## config.mk

```make
export PLATFORM = sky130hd
export DESIGN_NAME = scm_mac
export DESIGN_NICKNAME = d
export VERILOG_FILES = /design/src/rtl/scm_pkg.sv /design/src/rtl/scm_mac.sv
export SDC_FILE = /design/constraint.sdc
export NUM_CORES = 1
export LEC_CHECK = 0
export BUFFER_PORTS_ARGS = -buffer_cell sky130_fd_sc_hd__buf_2
export CORE_MARGIN = 2
export CORE_UTILIZATION = 45
export DETAILED_ROUTE_END_ITERATION = 8
export PLACE_DENSITY = 0.65
export SLEW_MARGIN = 20
export SYNTH_ARGS = -nofsm -noshare
export SYNTH_HDL_FRONTEND = slang
export SYNTH_SLANG_ARGS = --single-unit
```

## constraint.sdc

```tcl
create_clock -name i_clk -period 5.7 [get_ports i_clk]
set_input_delay 0.57 -clock i_clk [delete_from_list [all_inputs] [get_ports i_clk]]
set_output_delay 0.57 -clock i_clk [all_outputs]
set_load 0.05 [all_outputs]
```

## src/rtl/scm_pkg.sv

```systemverilog
// Shared types and constants of the spatial channel mixer.
`timescale 1ns / 1ps
package scm_pkg;

    // Configuration register width and register indexes
    localparam int CFG_W         = 6;
    localparam int CFG_IDX_W     = 1;
    localparam logic [CFG_IDX_W-1:0] REG_NUM_INPUTS  = 1'b0;
    localparam logic [CFG_IDX_W-1:0] REG_NUM_OUTPUTS = 1'b1;

    // Item opcodes
    localparam logic OPC_SAMPLE = 1'b0;
    localparam logic OPC_COEF   = 1'b1;

    // Fixed field widths
    localparam int CHAN_W    = 5;
    localparam int COEF_W    = 16;
    localparam int OUT_VAL_W = 32;
    localparam int OUT_TD_W  = ((CHAN_W + OUT_VAL_W + 7) / 8) * 8;

    typedef logic [CHAN_W-1:0]        t_chan;
    typedef logic signed [COEF_W-1:0] t_coef;

    // Control token that travels with a weight read down the MAC pipeline
    typedef struct packed {
        logic vld;   // a ring shift is due when this token comes out
        logic gate;  // channel is active; a closed gate adds zero
    } t_mac_ctl;

endpackage

```

## src/rtl/scm_mac.sv

```systemverilog
// Shared multiply-accumulate unit that feeds the tail of the accumulator ring.
`timescale 1ns / 1ps
module scm_mac #(
    parameter int SAMPLE_BITS = 24,
    parameter int ACC_W       = 46
) (
    input  logic                          i_clk,
    input  logic                          i_rst_n,
    input  scm_pkg::t_mac_ctl             i_ctl,
    input  scm_pkg::t_coef                i_weight,
    input  logic signed [SAMPLE_BITS-1:0] i_sample,
    input  logic signed [ACC_W-1:0]       i_acc,
    output logic                          o_vld,
    output logic signed [ACC_W-1:0]       o_sum
);

    localparam int PROD_W = SAMPLE_BITS + scm_pkg::COEF_W;

    scm_pkg::t_mac_ctl         r_ctl;
    logic                      r_vld;
    logic signed [PROD_W-1:0]  r_prod;

    // Align the token with the registered weight, then with the product
    always_ff @(posedge i_clk) begin
        if (!i_rst_n) begin
            r_ctl <= '0;
            r_vld <= 1'b0;
        end else begin
            r_ctl <= i_ctl;
            r_vld <= r_ctl.vld;
        end
    end

    // Register the product; a closed gate gives zero
    always_ff @(posedge i_clk) begin
        if (r_ctl.gate) begin
            r_prod <= i_weight * i_sample;
        end else begin
            r_prod <= '0;
        end
    end

    assign o_vld = r_vld;
    assign o_sum = i_acc + ACC_W'(r_prod);

endmodule

```

==> Yosys cells after proc, flatten, opt, wreduce, memory -nomap -nowiden <==
Cells that the tools add are included.
W data, S select, Z words.
{ "op_classes": {"n_mul": 1, "addsub": 1} }
{ "ops": {"columns": ["operator", "n"], "rows": [
  ["$add A46 B40 Y46", 1],
  ["$mul A16 B24 Y40", 1]
]} }
{ "totals": {"word_cells": 6, "out_inout_bits": 47, "register_bits": 43, "inputBits": 90} }

==> Longest topological paths before layout <==
Gate-level depths: netlist of run 1.
{ "logic_depth": {"ltp_word": 1, "depth_mapped": 24, "ltp_nobuf": 23} }

==> Least setup slack after synthesis of run 1 <==
No wires, ideal clock.
{ "synth_timing": {"path_type": "input port to flip-flop", "start": "input port i_weight[1]", "end": "register r_prod[37]", "setup_slack_ps": -390, "path_buffers": 1, "cell_stages": 23, "t_required_ps": 5572, "setup_ps": 128, "arrival_ps": 5962, "path_cell_list": "clkbuf_1 nand2_1 inv_1 fa_1 inv_1 fa_1 inv_1 fa_1 fa_1 fa_1 inv_1 fa_1 inv_1 ha_1 a21o_1 a21o_1 a221oi_1 nor2_1 a2111oi_0 o31a_1 o21ai_0 xnor2_1 nor2_1"} }
{ "synth_between": {"elab_chain_cells": 1} }
{ "synth_rtl": {"columns": ["item", "line", "source"], "rows": [
  ["from (decl)", "scm_mac.sv:10", "input scm_pkg::t_coef i_weight,"],
  ["$mul A16 B24 Y40", "scm_mac.sv:37", "r_prod <= i_weight * i_sample;"],
  ["to (signal assigned)", "scm_mac.sv:37", null],
  ["to (decl)", "scm_mac.sv:21", "logic signed [PROD_W-1:0] r_prod;"]
]} }
No other way between the ends.
A chain may end at the register's enable or synchronous reset.

==> Worst setup path after layout of run 1 <==
{ "layout_timing": {"start": "input port i_sample[6]", "end": "register r_prod[32]"} }
{ "layout_between": {"elab_chain_cells": 1} }
{ "layout_rtl": {"columns": ["item", "line", "source"], "rows": [
  ["from (decl)", "scm_mac.sv:11", "input logic signed [SAMPLE_BITS-1:0] i_sample,"],
  ["$mul A16 B24 Y40", "scm_mac.sv:37", null]
]} }
No other way between the ends.

==> results of run 1 <==
## synthesized netlist by cell type (all sizes together), types with 5 or more instances
cell / n
clkbuf: 73
fa: 375
ha: 143
nand2: 257
nand4: 18
a2111oi: 5
xnor2: 54
dfxtp: 43
a21oi: 82
and2: 164
a31oi: 13
nor3: 10
a21o: 41
or3: 5
nand2b: 16
nor2: 88
a211oi: 14
xor2: 29
o21bai: 10
nand3: 19
nor2b: 9
o21ai: 53
o211ai: 5
inv: 440
o31ai: 5
o21a: 7
## registers in the layout, summed over array words and instances (netlist names)
register and cells:
r_prod 40, r_ctl 2, o_vld 1
## routing by layer
metal / GRT usage / vias up
met5: 0 / -
met4: 0.0407 / 0
met3: 0.0312 / 52
met2: 0.395 / 414
met1: 0.320 / 7164
li1: - / 6729
## worst max-delay path: cells and delay by family
kind / cells / cell delay, ps
compound gates: 5 / 1030
xor+xnor: 1 / 140
fa+ha+maj: 7 / 3180
buf+inv: 5 / 530
simple gates: 4 / 490
## area by class of cell
| class | instances | area, µm² |
|---|---|---|
| clock buffer | 5 | 125 |
| clock inverter | 2 | 37.5 |
| fill | 3439 | 16800 |
| inverter | 441 | 1660 |
| multi-input combinational | 1459 | 15400 |
| sequential | 43 | 861 |
| tap | 518 | 648 |
| timing repair buffer | 355 | 2850 |
## cells by family after synthesis
kind of cell / count (synthesis) / share of synthesized area
simple gates: 600 / 0.167
buf+inv: 518 / 0.112
fa+ha+maj: 518 / 0.534
compound gates: 257 / 0.0953
xor+xnor: 83 / 0.0418
flops: 43 / 0.0495
mux: 1 / 0.000575
## what timing repair did
| item | in CTS | in global routing |
|---|---|---|
| pin swaps | 61 | 80 |
| cloned | 1 | 3 |
| hold buffers | 0 | 0 |
| setup buffers | 15 | 11 |
| resized for setup | 138 | 127 |
| setup endpoints to repair | 20 | 21 |
## worst paths after layout
kind                            start                    end  slack (ps)  depth (start not counted)
setup / recovery          i_sample[6]  r_prod[32]$_SDFF_PN0_        -110                         22
hold / removal    r_ctl[1]$_SDFF_PN0_       o_vld$_SDFF_PN0_         440                          1
setup reg to reg  r_ctl[0]$_SDFF_PN0_  r_prod[11]$_SDFF_PN0_        4110                          2
hold reg to reg   r_ctl[1]$_SDFF_PN0_       o_vld$_SDFF_PN0_         440                          1
## stage by stage
stage,setup slack (ps),util,hold slack [ps],TNS (ps)
after floorplan,-97.2,-,412,-471
after global placement,-620,0.524,423,-10370
after detailed placement,-709,0.524,422,-11740
after CTS,-166,0.545,435,-877
after global routing,-311,0.562,461,-2370
final,-114,0.562,438,-629
## layout by cell type (no fill, tap or decap), types with 14 or more instances in the layout
master    count
a21oi_1      69
nand2b_1     14
o21ai_0      38
fa_1        341
nand4_1      17
buf_4       195
dfxtp_1      43
inv_2        18
and2_4       18
xor2_1       29
inv_1       422
ha_1        121
fa_2         34
and2_1      146
buf_6        33
buf_2       103
xnor2_1      52
nor2_1       83
a21o_1       40
ha_4         21
nand2_1     247
==> results.md, run 1 <==
- Final instance area: 21,600 µm²
- Clk sinks: 43
- Boundary Pins: around 140
- Placed instance count: roughly 2,800
- RSZ-0062 raised after global routing: true
- First-pass GRT wire length: 77,200 µm
- Synthesized flop and latch total: 43
- Top-area cell type share of the netlist area: 0.431
- Final Max Tran Viols: 0
- Die Area: 40,300 µm²
- Skew final: 5.08 ps
- Largest net degree at the start of global routing: 32
- Mapped Cells: 2,020
- Minimum clock period: 5810 ps
- Status: complete, but fails checks
- Mean Syn Cell Area: 8.61 µm²
- Antenna-violating nets left: 0
- EDFF count, synth: 0
- Critical Path Sink Type: flip-flop
- DR iter-0 viols: slightly above 700
- Std cell rows: slightly above 70
- M1 WL: ~21,000 µm
- Die Wd: between 200 and 250 µm
- Type of the worst setup path: primary input to flip-flop
- Post-DP HPWL: slightly below 40,000 µm
- P&R area growth vs syn: 24.0%
- Root Driver: clkbuf_16
- Req. time, crit path: 5840 ps
- DRC viols: 0
- Vias in the first global route: 15,656
- Cell breakdown of the critical path: buf_12 > buf_4 > buf_4 > and2_1 > fa_1 > fa_1 > fa_2 > fa_2 > fa_1 > inv_1 > fa_1 > inv_1 > ha_4 > and3_4 > nand2b_4 > a211o_1 > a31oi_4 > o21ai_4 > o21a_4 > o31ai_2 > xnor2_1 > nor2_1
- CP max stage cell: fa_2
- I/O Buffers: between 100 and 150
- Initial antenna violation count: 0
- Worst hold-check path type: flip-flop to flip-flop
- Synth Warn #: 0
- Detailed-router iteration count before antenna repair: 5
- Drt wl/cell: 16.2 µm
- Slew margin rel.: 0.396
- Clk buf depth: 2
- Critical path peak fanout: 6
- Slew @ Worst Pin: 905 ps
- Via density: 5.09
- Post-synthesis sequential area ratio: 0.0495
- Layout Cells excl Fill: 2,823
- FFs w/ async S/R, synth: 0
- Post-Syn Area: 17,400 µm²
- Failing checks: negative setup slack
- Met3 wire len: about 2700 µm
- Total track usage: 0.232
- Endpoints failing setup: 8
- Grt total ovfl: 0
- Mapped Nets: around 2,600
- Primary FF master, synth: dfxtp_1
- Synth area leaders: fa_1, ha_1, inv_1
- Routed WL: ~46,000 µm
- Yosys top cell by area: fa_1
- Crit start category: primary input
- Metal2 WL: 21,700 µm
- Top routing layer in use: met4
- Distinct cells, synth: 66
- Max cap viols: 0
- Antenna cells: 0
- Final GP Congestion: 0.905
- Fin nets: roughly 2,900
- Detailed-route via count: 14,359
- CORE AREA: 38,400 µm²
- Final Worst Setup Slack: -114 ps
- Post-DP Area: 20,100 µm²
- H-Tree Level Count: 2
- CTS tree: yes
- Clock-pin slew on the worst setup and hold paths: 60 ps
- Fmax: ~170 MHz
- Final hold vios: 0
- WP data arrival: 5960 ps
- Initial core utilization: 0.453
- Share of layout cells above drive strength 1: 0.232
- CP peak stage delay: 590 ps
- Fin crit share: 1.02
- Total CTS buffers: 5
- Die H: 201 µm
- Worst skew pair latency: 290 ps
- Most Frequent Cell on Critical Path: fa_1
Power of run 1 is left out: the tool's default activity adds up to more than one toggle a clock period on the data nets, which glitch-free logic cannot reach.
==> run 2, diff against run 1 <==
--- a/config.mk
+++ b/config.mk
@@ -8,8 +8,9 @@
 export BUFFER_PORTS_ARGS = -buffer_cell sky130_fd_sc_hd__buf_2
 export CORE_MARGIN = 2
 export CORE_UTILIZATION = 45
+export CTS_BUF_LIST = sky130_fd_sc_hd__clkbuf_4
 export DETAILED_ROUTE_END_ITERATION = 8
-export PLACE_DENSITY = 0.65
+export PLACE_DENSITY_LB_ADDON = 0.3
 export SLEW_MARGIN = 20
 export SYNTH_ARGS = -nofsm -noshare
 export SYNTH_HDL_FRONTEND = slang
==> results.md, run 2 (synthesized netlist as in run 1, its figures left out) <==
- Area of the multi-input gates: 15,200 µm²
- Vias in the first global route: 15,071
- Critical path peak fanout: 6
- Largest register FFs: 40
- Critical Path Sink Type: flip-flop
- WP data arrival: 6040 ps
- Req. time, crit path: a little under 6000 ps
- Max cap viols: 0
- Detailed-route via count: around 14,000
- Grt total ovfl: 0
- Die H: 201 µm
- Share of layout cells above drive strength 1: 0.202
- Layout Cells excl Fill: 2,800
- Status: complete, but fails checks
- Layout fillers: 3,515
- Slew @ Worst Pin: 924 ps
- CORE AREA: 38,400 µm²
- Detailed-router iteration count before antenna repair: 5
- DR iter-0 viols: 695
- Reg with most FFs: r_prod
- Final Worst Setup Slack: -96.9 ps
- Crit start category: primary input
- Antenna-violating nets left: 0
- Drt wl/cell: about 16 µm
- Commonest cells after routing, fill and taps aside: inv_1, fa_1, nand2_1
- Reg area: roughly 860 µm²
- Final Max Tran Viols: 0
- Clk buf depth: 2
- Die Wd: roughly 200 µm
- Fin crit share: 1.02
- Worst skew pair latency: 360 ps
- Fin nets: 2,888
- Initial antenna violation count: 1
- Slew margin rel.: 0.383
- Root Driver: clkbuf_4
- Largest net degree at the start of global routing: 32
- Fmax: 173 MHz
- Routed WL: 44,500 µm
- Skew final: 25.0 ps
- Die Area: 40,300 µm²
- Via density: 5.01
- CTS tree: yes
- Placed instance count: 2,777
- P&R area growth vs syn: 20.4%
- Minimum clock period: 5800 ps
- Total CTS buffers: 5
- Crit path from: i_weight[3]
- Worst hold-check path type: primary input to flip-flop
- Total track usage: 0.226
- Clk sinks: 43
- Type of the worst setup path: primary input to flip-flop
- Std cell rows: 72
- Commonest non-fill, non-tap cell in the layout: inv_1
- Final hold vios: 0
- Final GP Congestion: a little over 0.9
- Post-CTS Hold Fix Bufs: 0
- First-pass GRT wire length: between 70,000 and 80,000 µm
- Initial core utilization: 0.453
- I/O Buffers: around 140
- Failing checks: negative setup slack
- Reg2reg start: r_ctl[0]$_SDFF_PN0_
- H-Tree Level Count: 2
- Min-delay src: i_ctl[1]
- RSZ-0062 raised after global routing: true
- Endpoints failing setup: 4
- DRC viols: 0
- Boundary Pins: around 140
- Clock-pin slew on the worst setup and hold paths: 140 ps
- Post-DP HPWL: 38,200 µm
-- run 2: cell types whose count changed in the layout (fill, tap and decap cells not counted), sizes merged --
cell | previous run | this run
buf | 351 | 327
bufbuf | 1 | 0
clkinv | 1 | 3
clkinvlp | 1 | 0
diode | 0 | 1
-- run 2: worst max-delay path: stages --
cell and delay (ps):
buf_16 120, and2_4 160, fa_1 590, inv_2 70, buf_4 130, fa_1 470
inv_1 50, fa_1 550, fa_1 460, fa_1 530, fa_1 610, ha_4 210
a21o_1 160, a21oi_2 120, nor2b_2 60, o41ai_2 380, nand2b_4 230, o2111ai_4 140
a31oi_2 190, xor2_1 180, nor2_1 50
-- run 2: area by class of cell --
| cell class | count | share of cell area |
|---|---|---|
| Sequential cell | 43 | 0.0411 |
| Clock buffer | 5 | 0.00179 |
| Inverter | 441 | 0.0793 |
| Tap cell | 518 | 0.0309 |
| Timing Repair Buffer | 330 | 0.118 |
| Antenna cell | 1 | 0.000119 |
| Multi-Input combinational cell | 1459 | 0.726 |
| Clock inverter | 3 | 0.00209 |
-- run 2: path summary, 6_finish.rpt --
check             cells past startpoint  slack (ps)                    end
hold reg to reg                       1         460       o_vld$_SDFF_PN0_
setup / recovery                     21        -100  r_prod[38]$_SDFF_PN0_
setup reg to reg                      2        4010  r_prod[11]$_SDFF_PN0_
hold / removal                        2         400    r_ctl[1]$_SDFF_PN0_
-- run 2: routing by layer --
layer | vias up | track usage | share of wire
li1 | 6672 | - | -
met1 | 6928 | 0.321 | 0.46
met2 | 376 | 0.378 | 0.47
met3 | 60 | 0.0222 | 0.051
met4 | 0 | 0.0418 | 0.019
met5 | - | 0 | 0
-- run 2: timing repair --
| action | 4_1_cts | 5_1_grt |
|---|---|---|
| endpoints found under the setup margin | 19 | 20 |
| setup buffers | 4 | 10 |
| pin swaps | 28 | 48 |
| resized for setup | 69 | 109 |
| gates cloned | 0 | 2 |
| hold endpoints to repair | 0 | 0 |
-- run 2: through the flow --
| step | TNS [ps] | area [µm²] | hold WS (ps) | util | setup WS [ps] |
|---|---|---|---|---|---|
| after global routing | -1580 | 20900 | 393 | 0.546 | -242 |
| after detailed placement | -12900 | 20000 | 418 | 0.522 | -772 |
| after floorplan | -471 | 17800 | 412 | - | -97.2 |
| after CTS | -53.4 | 20400 | 381 | 0.531 | -32.1 |
| final | -181 | 20900 | 401 | 0.546 | -96.9 |
| after global placement | -10670 | 20000 | 426 | 0.522 | -634 |
Power of run 2 is left out for the same reason.
