File: config.mk
export PLATFORM = sky130hd
export DESIGN_NAME = scm_cell
export DESIGN_NICKNAME = d
export VERILOG_FILES = /design/src/rtl/scm_cell.sv
export SDC_FILE = /design/constraint.sdc
export NUM_CORES = 1
export LEC_CHECK = 0
export BUFFER_PORTS_ARGS = -buffer_cell sky130_fd_sc_hd__buf_2
export CAP_MARGIN = 20
export CORE_ASPECT_RATIO = 0.5
export CORE_UTILIZATION = 45
export CTS_CLUSTER_SIZE = 20
export DETAILED_ROUTE_END_ITERATION = 12
export HOLD_SLACK_MARGIN = 0.12
export PLACE_DENSITY_LB_ADDON = 0.3
export RECOVER_POWER = 100
export SLEW_MARGIN = 20
export SYNTH_ARGS = -nofsm -noshare
export SYNTH_HDL_FRONTEND = slang
export SYNTH_SLANG_ARGS = --single-unit
File: constraint.sdc
create_clock -name i_clk -period 1.91 [get_ports i_clk]
set_input_delay 0.191 -clock i_clk [delete_from_list [all_inputs] [get_ports i_clk]]
set_output_delay 0.191 -clock i_clk [all_outputs]
set_load 0.05 [all_outputs]
File: src/rtl/scm_cell.sv
// One accumulator cell of the rotating ring.
`timescale 1ns / 1ps
module scm_cell #(
    parameter int ACC_W = 46
) (
    input  logic                    i_clk,
    input  logic                    i_rst_n,
    input  logic                    i_shift,
    input  logic signed [ACC_W-1:0] i_d,
    output logic signed [ACC_W-1:0] o_q
);

    logic signed [ACC_W-1:0] r_acc;

    // Take the neighbor's sum on each ring step
    always_ff @(posedge i_clk) begin
        if (!i_rst_n) begin
            r_acc <= '0;
        end else if (i_shift) begin
            r_acc <= i_d;
        end
    end

    assign o_q = r_acc;

endmodule

Word level (Yosys, flattened, before mapping)
Cells that the tools add are included.
Word-level totals
  bits in latches: 0
  logic and storage cells: 1
  ROM bits: 0
  bits in writable memories: 0
  output and inout bits: 46
  bits of input ports: 49
  memories kept: 0
  flip-flop bits (word level): 46
Cells by class
  reductions and logical operators: 0
  add/sub/neg operators: 0
  divide/modulo/power cells: 0
  shift operators: 0
  bitwise logic cells: 0
  multipliers: 0
  $lt $le $gt $ge: 0
  equal/unequal tests: 0
  mux-type cells: 0

Longest topological paths before layout
Gate-level depths: netlist (run 1).
  depth in word-level cells: 0
  depth in mapped cells: 4

Worst setup path after synthesis (run 1)
OpenSTA, ideal clock, no wires.
  path type: reg2reg
  start: register o_q[0] (netlist name)
  end: register r_acc[0] (netlist: o_q[0])
  required time: 1.844 ns
  setup time: 0.066 ns
  arrival: 0.838 ns
  clock period less this slack: 0.903 ns
  stages on the path, launching flop included: 3
  setup slack: 1.007 ns
  cell sequence: dfxtp_1 mux2i_1 nor2b_1
RTL lines
  end signal: assignment: line 20  | r_acc <= i_d;
  end: declaration: line 13  | logic signed [ACC_W-1:0] r_acc;

Final worst setup path (run 1)
  start: register r_acc[24] (netlist: o_q[24])
  end: output o_q[24]
RTL lines
  end: declaration: line 10  | output logic signed [ACC_W-1:0] o_q
No word-level cell between the ends.

==> results of run 1 <==
[worst min path at each step]
stage | endpoint | slack (ns) | cells after the start
6_report | o_q[39] | 0.16 | 3
5_1_grt | o_q[10] | 0.16 | 3
4_1_cts | o_q[19] | 0.15 | 3
3_5_place_dp | o_q[43] | 0.46 | 3
3_3_place_gp | o_q[25] | 0.45 | 3
2_1_floorplan | o_q[10] | 0.36 | 2
[per-layer routing]
metal	vias up	global-route usage, %
met4	0	6.67
li1	668	-
met5	-	0
met2	46	28.5
met3	2	5.94
met1	558	17.7
[synthesized netlist by cell type]
| cell type | count |
|---|---|
| nor2b_1 | 46 |
| buf_12 | 4 |
| buf_6 | 1 |
| clkbuf_2 | 1 |
| mux2i_1 | 46 |
| clkbuf_1 | 4 |
| dfxtp_1 | 46 |
[power groups by stage]
stage | clock [mW] | combinational [mW] | sequential, mW
2_1_floorplan | 0 | 0.143 | 1.26
3_3_place_gp | 0 | 0.440 | 1.06
3_5_place_dp | 0 | 0.448 | 1.06
4_1_cts | 0.615 | 0.448 | 1.04
5_1_grt | 0.651 | 0.455 | 1.05
6_report | 0.588 | 0.428 | 1.04
[area by class of cell]
class                      instances  area [um2]
clock buffer                       7        86.3
clock inverter                     1        5.00
fill                             349        1350
multi-input combinational         92         748
sequential                        46         921
tap                               51        63.8
timing repair buffer              95         432
[metrics by stage]
step / util [%] / instances / setup slack [ns] / total power, mW
6_report: 62.6 / 292 / 0.607 / 2.06
3_5_place_dp: 61.7 / 284 / 0.863 / 1.51
3_3_place_gp: 61.7 / 284 / 0.906 / 1.50
4_1_cts: 64.2 / 292 / 0.808 / 2.10
2_1_floorplan: - / 148 / 1.01 / 1.41
5_1_grt: 62.6 / 292 / 0.542 / 2.16
[cells by family (layout without fill, tap and decap cells)]
logic type | after synthesis | after routing | share of synthesized area (%)
multiplexers | 46 | 46 | 25.9
buffers and inverters | 10 | 103 | 6.25
flip-flops | 46 | 46 | 51.7
AND/OR/NAND/NOR | 46 | 46 | 16.2
==> flow_summary.ini, run 1 <==
[placed_design]
place_hpwl_mm = 2.26
place_area_um2 = 2220
place_congestion = 0.624
port_buffers = 94

[synthesis]
yosysWarnings = 0
yosys_register_bits = 46
synth.net_count = 197
syn_avg_cell_area_um2 = 12.0
synth_area_leaders = dfxtp_1 (52%), mux2i_1 (26%), nor2b_1 (16%)
yosys.area.top_type = dfxtp_1
synth_area_um2 = 1780
netlist.area_leader.share_pct = 51.7
synth_seq_area_share_pct = 51.7
postSynthCellCount = 148
synth_cell_type_count = 7

[clock_tree]
cts_tree = built
clockBufferDepth = 2
cts.htree.levels = 2
clk_latency_ns = 0.28
root_buffer = clkbuf_8
clock-sinks = 46
hold_buffers = 0
path_clk_slew_ns = 0.08
post_cts_buffers = 0
cts-resized-gates = 0
cts_made_buffers = 5

[sta]
hold_slack_ns = 0.162
rsz0062_at_grt = no
setup_viol = 0
fin_skew_ns = 0
fin_crit_sh_pct = 68.2
fin_tns_setup_ns = 0
hold_violations = 0
layout_min_cycle_time_ns = 1.30
finalMaxSlewViolations = 0
tightest_slew_ns = 0.629
relSlewSlack_pct = 58.2
fmax_ghz = 0.768

[critical_path]
crit_buf_inv = 1
start_kind = register
cp.depth = 1
path_delay_family = buffers and inverters
critical_path.reg2reg.startpoint = o_q[3]
cp_data_arrival_time_ns = 1.11
ff2ff_path_depth = 2
reg2reg_to = o_q[3]
crit_type = reg -> out
slowest_stage = clkbuf_1
cp_max_fo = 2
critPathMaxStageDelay_ns = 0.49
critPathCaptureType = output pin
path_cells = clkbuf_1
reg2reg_slack_ns = 1.26
crit_path_end = o_q[24]
cp-startpoint = o_q[24]
cp_data_required_time_ns = 1.72

[route]
route.detailed.drc = 0
routed-wl-met3_um = 229
wl_met2_mm = 1.55
dr.pass1.iters = 2
drt-met1-wl_mm = 1.43
vias = 1274
routed_via_density = 4.36
postRouteAntennaNets = 0
totalWireLength_mm = 3.24
dr.first_iter.drc_count = 17
wire_per_inst_um = 11.1
top_signal_layer_used = met4

[hold_path]
worstHoldStart = i_d[39]
hold_class = in -> reg

[layout]
syn2layout_area_growth_pct = 26.7
largest_reg_flops = 46
antenna_cells = 0
design_area_um2 = 2260
final_cell_mix = clkbuf_1 (48), buf_2 (47), mux2i_1 (46), nor2b_1 (46), dfxtp_1 (46)
nets = 289
final_common_cell = clkbuf_1
final_layout_size_suffix_gt1_share_pct = 22.8

[floorplanning]
rows = 15
start_util_pct = 49.4
core-area_um2 = 3600
die_h_um = 46.5
ios = 95
dieArea_um2 = 4230
die_x_um = 91.0

[global_route]
grt_overflow = 0
grt_pass1_vias = 1162
grt_pass1_wl_mm = 5.08
antenna_found_initial = 0
grt_max_degree = 47
gr-usage-all-layers_pct = 15.8

[power]
pwr-share-clk_pct = 28.6
peakVddDrop_mv = 0.535
power_frac_comb_pct = 20.8
leakagePower_nw = 1.03
p_int_mw = 1.44
p_seq_share_pct = 50.7
switchingPower_mw = 0.620
power.density_nw_per_um2 = 912
sw_frac_of_total_pct = 30.1

[flow_run]
max_cap_viol_count = 0

[outcome]
outcome = complete, no violations
Power figures use the tool's default switching activity.
==> inputs of run 2 (changes only) <==
- CORE_UTILIZATION: 45 -> 40
- clock period: 1.91 -> 1.1 ns (I/O delays scaled with it)
==> flow_summary.ini, run 2 (same netlist as run 1, synthesis figures left out) <==
[outcome]
outcome = complete, no violations

[power]
total_power_mw = 3.76
sw_frac_of_total_pct = 29.6
power.density_nw_per_um2 = 1330
switchingPower_mw = 1.11
pwr-share-clk_pct = 27.3
power_frac_comb_pct = 24.5
leakagePower_nw = 1.41
peakVddDrop_mv = 0.790
p_seq_share_pct = 48.2
p_int_mw = 2.65

[sta]
fin_tns_setup_ns = 0
relSlewSlack_pct = 75.4
fmax_ghz = 0.972
rsz0062_at_grt = no
setup_viol = 0
finalMaxSlewViolations = 0
hold_violations = 0
tightest_slew_ns = 0.370
layout_min_cycle_time_ns = 1.03
fin_crit_sh_pct = 93.5
fin_skew_ns = 0
worst_slack_ns = 0.0715

[route]
routed_via_density = 4.34
route.detailed.drc = 0
postRouteAntennaNets = 0
dr.first_iter.drc_count = 16
vias = 1493
totalWireLength_mm = 3.86
wire_per_inst_um = 11.2
dr.pass1.iters = 3

[layout]
final_cells = 344
largest_reg_flops = 46
antenna_cells = 0
final_layout_size_suffix_gt1_share_pct = 36.2
nets = 338
final_common_cell = buf_2
final_cell_mix = buf_2 (51), mux2i_1 (46), nor2b_1 (46), dlygate4sd3_1 (46), dfxtp_1 (46)
syn2layout_area_growth_pct = 59.5

[critical_path]
path_delay_family = flip-flops
cp_data_required_time_ns = 0.99
cp_max_fo = 2
path_cells = clkbuf_2
cp_data_arrival_time_ns = 0.92
slowest_stage = dfxtp_1
crit_type = reg -> out
critPathMaxStageDelay_ns = 0.35
critPathCaptureType = output pin
crit_buf_inv = 1
start_kind = register

[global_route]
grt_max_degree = 25
grt_overflow = 0
grt_pass1_vias = 1440
antenna_found_initial = 0
gr-usage-all-layers_pct = 17.1
grt_pass1_wl_mm = 6.18

[clock_tree]
cts-resized-gates = 0
post_cts_buffers = 0
path_clk_slew_ns = 0.08
clockBufferDepth = 2
cts_tree = built
clock-sinks = 46
clk_latency_ns = 0.28
cts_made_buffers = 5
root_buffer = clkbuf_8
cts.htree.levels = 2

[floorplanning]
core-area_um2 = 4080
ios = 95
dieArea_um2 = 4740
die_x_um = 96.4
rows = 16
start_util_pct = 43.6
die_h_um = 49.2

[placed_design]
place_congestion = 0.712
port_buffers = 94
place_hpwl_mm = 2.42
place_ws_ns = 0.159
dp_cells = 290

[hold_path]
hold_class = in -> reg

[flow_run]
max_cap_viol_count = 0
[run 2: cell count changes in the layout (fill, tap and decap cells not counted)]
cell / delta
buf_12: +3
buf_2: +4
clkbuf_1: -47
clkbuf_2: +43
dlygate4sd3_1: +46
[run 2: power by group through the flow]
stage          clock network [mW]  logic (mW)  registers [mW]
6_report                     1.03       0.923            1.81
5_1_grt                      1.15       0.981            1.83
4_1_cts                      1.08       0.927            1.81
3_5_place_dp                    0       0.803            1.85
3_3_place_gp                    0       0.792            1.85
2_1_floorplan                   0       0.247            2.19
[run 2: repair_timing]
| action | in CTS | in global routing |
|---|---|---|
| endpoints found under the hold margin | 46 | 0 |
| hold buffers | 46 | 0 |
| setup endpoints to repair | 0 | 0 |
[run 2: cell type report]
type / count / area [um2]
Multi-Input combinational cell: 92 / 748
Clock inverter: 1 / 5.00
Timing Repair Buffer: 144 / 1010
Clock buffer: 7 / 86.3
Tap cell: 54 / 67.6
Fill cell: 292 / 1240
Sequential cell: 46 / 921
[run 2: metrics by stage]
stage	hold slack (ns)	cell area [um2]	util [%]
detailed placement	0.375	2290	56.0
CTS	0.255	2840	69.5
global route	0.259	2840	69.5
floorplan	0.279	1780	-
finish	0.257	2840	69.5
global placement	0.365	2290	56.0
[run 2: per-layer routing]
metal	vias to the layer above	wire (um)	part of all wire (%)	global-route usage (%)
li1	765	-	-	-
met1	680	1700	44	18.0
met2	46	1900	49	31.7
met3	2	226	5.9	5.61
met4	0	29	0.75	6.37
met5	-	0	0	0
[run 2: path summary, 6_finish.rpt]
kind,slack (ns),from,depth (start not counted),endpoint
setup / recovery,0.07,o_q[16],1,o_q[16]
hold reg to reg,0.52,o_q[1],2,o_q[1]
setup reg to reg,0.48,o_q[15],2,o_q[15]
hold / removal,0.26,i_shift,3,o_q[3]
==> inputs of run 3 (changes only) <==
- CORE_UTILIZATION: 40 -> 44
- clock period: 1.1 -> 1.15 ns (I/O delays scaled with it)
==> flow_summary.ini, run 3 (same netlist as run 1, synthesis figures left out) <==
[critical_path]
start_kind = register
path_cells = clkbuf_2
reg2reg_to = o_q[25]
cp.depth = 1
critPathCaptureType = output pin
crit_buf_inv = 1
cp_data_required_time_ns = 1.03
reg2reg_slack_ns = 0.49
crit_type = reg -> out
cp_data_arrival_time_ns = 0.93
critPathMaxStageDelay_ns = 0.36
cp_max_fo = 2
ff2ff_path_depth = 2
path_delay_family = flip-flops
critical_path.reg2reg.startpoint = o_q[25]
slowest_stage = dfxtp_1

[sta]
setup_viol = 0
tightest_slew_ns = 0.626
layout_min_cycle_time_ns = 1.04
relSlewSlack_pct = 58.3
finalMaxSlewViolations = 0
hold_violations = 0
rsz0062_at_grt = no
fin_tns_setup_ns = 0
fin_skew_ns = 0
fmax_ghz = 0.959
fin_crit_sh_pct = 90.7

[layout]
final_layout_size_suffix_gt1_share_pct = 34.8
multi_input_area_um2 = 748
final_cells = 338
nets = 336
regArea_um2 = 921
fillers = 255
antenna_cells = 0
syn2layout_area_growth_pct = 56.1
final_common_cell = buf_2
largest_reg_flops = 46

[route]
vias = 1490
dr.first_iter.drc_count = 25
wire_per_inst_um = 12.5
route.detailed.drc = 0
totalWireLength_mm = 4.23
postRouteAntennaNets = 0
dr.pass1.iters = 4
routed_via_density = 4.41

[global_route]
grt_max_degree = 47
grt_overflow = 0
antenna_found_initial = 0
grt_pass1_vias = 1392
gr-usage-all-layers_pct = 19.4
grt_pass1_wl_mm = 6.33

[floorplanning]
die_h_um = 47.0
ios = 95
dieArea_um2 = 4320
start_util_pct = 48.9
die_x_um = 92.0
rows = 15
core-area_um2 = 3640

[clock_tree]
clk_latency_ns = 0.28
cts_made_buffers = 5
cts-resized-gates = 0
clockBufferDepth = 2
root_buffer = clkbuf_8
clock-sinks = 46
cts_tree = built
cts.htree.levels = 2
path_clk_slew_ns = 0.08
post_cts_buffers = 0

[placed_design]
dp_cells = 285
place_hpwl_mm = 2.28
place_congestion = 0.721
port_buffers = 94

[power]
leakagePower_nw = 1.37
switchingPower_mw = 1.06
p_seq_share_pct = 49.4
peakVddDrop_mv = 0.746
p_int_mw = 2.46
power.density_nw_per_um2 = 1270
power_frac_comb_pct = 24.9
sw_frac_of_total_pct = 30.2
pwr-share-clk_pct = 25.7

[flow_run]
max_cap_viol_count = 0

[hold_path]
worstHoldStart = i_shift
hold_class = in -> reg
hold_end = o_q[2]
min_path_cells = 4

[outcome]
outcome = complete, no violations
==> run 3: changes by cell type in the layout (fill, tap and decap cells not counted) <==
cell      change
buf_12        -2
buf_2         -4
clkbuf_1      +2
clkbuf_2      +3
clkbuf_8      -1
clkinv_2      -1
==> run 3: through the flow <==
stage	util [%]	hold slack (ns)	power, mW	cell area (um2)	setup WS (ns)
3_3_place_gp	61.6	0.370	2.51	2240	0.270
6_report	76.3	0.375	3.52	2780	0.107
5_1_grt	76.3	0.367	3.68	2780	0.0702
2_1_floorplan	-	0.284	2.34	1780	0.247
3_5_place_dp	61.6	0.381	2.52	2240	0.238
4_1_cts	76.4	0.367	3.54	2780	0.131
==> run 3: how the worst max path moves through the flow <==
stage,startpoint,end
floorplan,o_q[0],o_q[0]
global placement,i_rst_n,o_q[0]
detailed placement,i_rst_n,o_q[34]
CTS,o_q[16],o_q[16]
global route,o_q[45],o_q[45]
finish,o_q[16],o_q[16]
==> run 3: final cells by class <==
type                    count  area share (%)
clock buffers               7            2.75
repair buffers            142            34.9
multi-input cells          92            26.9
well taps                  51            2.30
flip-flops and latches     46            33.1
==> run 3: layer usage <==
layer / wire length (um) / global-route usage, % / up-vias
met5: 0 / 0 / -
met4: 35 / 4.69 / 0
met3: 280 / 6.47 / 4
met2: 2060 / 36.3 / 53
met1: 1850 / 22.5 / 672
li1: - / - / 761
==> run 3: repair_timing <==
item | CTS | global route
hold buffers | 46 | 0
setup endpoints to repair | 0 | 0
endpoints found under the hold margin | 46 | 0
==> run 3: power by group through the flow <==
stage | clock network [mW] | logic [mW] | registers [mW]
2_1_floorplan | 0 | 0.237 | 2.10
3_3_place_gp | 0 | 0.741 | 1.76
3_5_place_dp | 0 | 0.751 | 1.77
4_1_cts | 0.942 | 0.871 | 1.73
5_1_grt | 1.00 | 0.924 | 1.75
6_report | 0.903 | 0.875 | 1.74
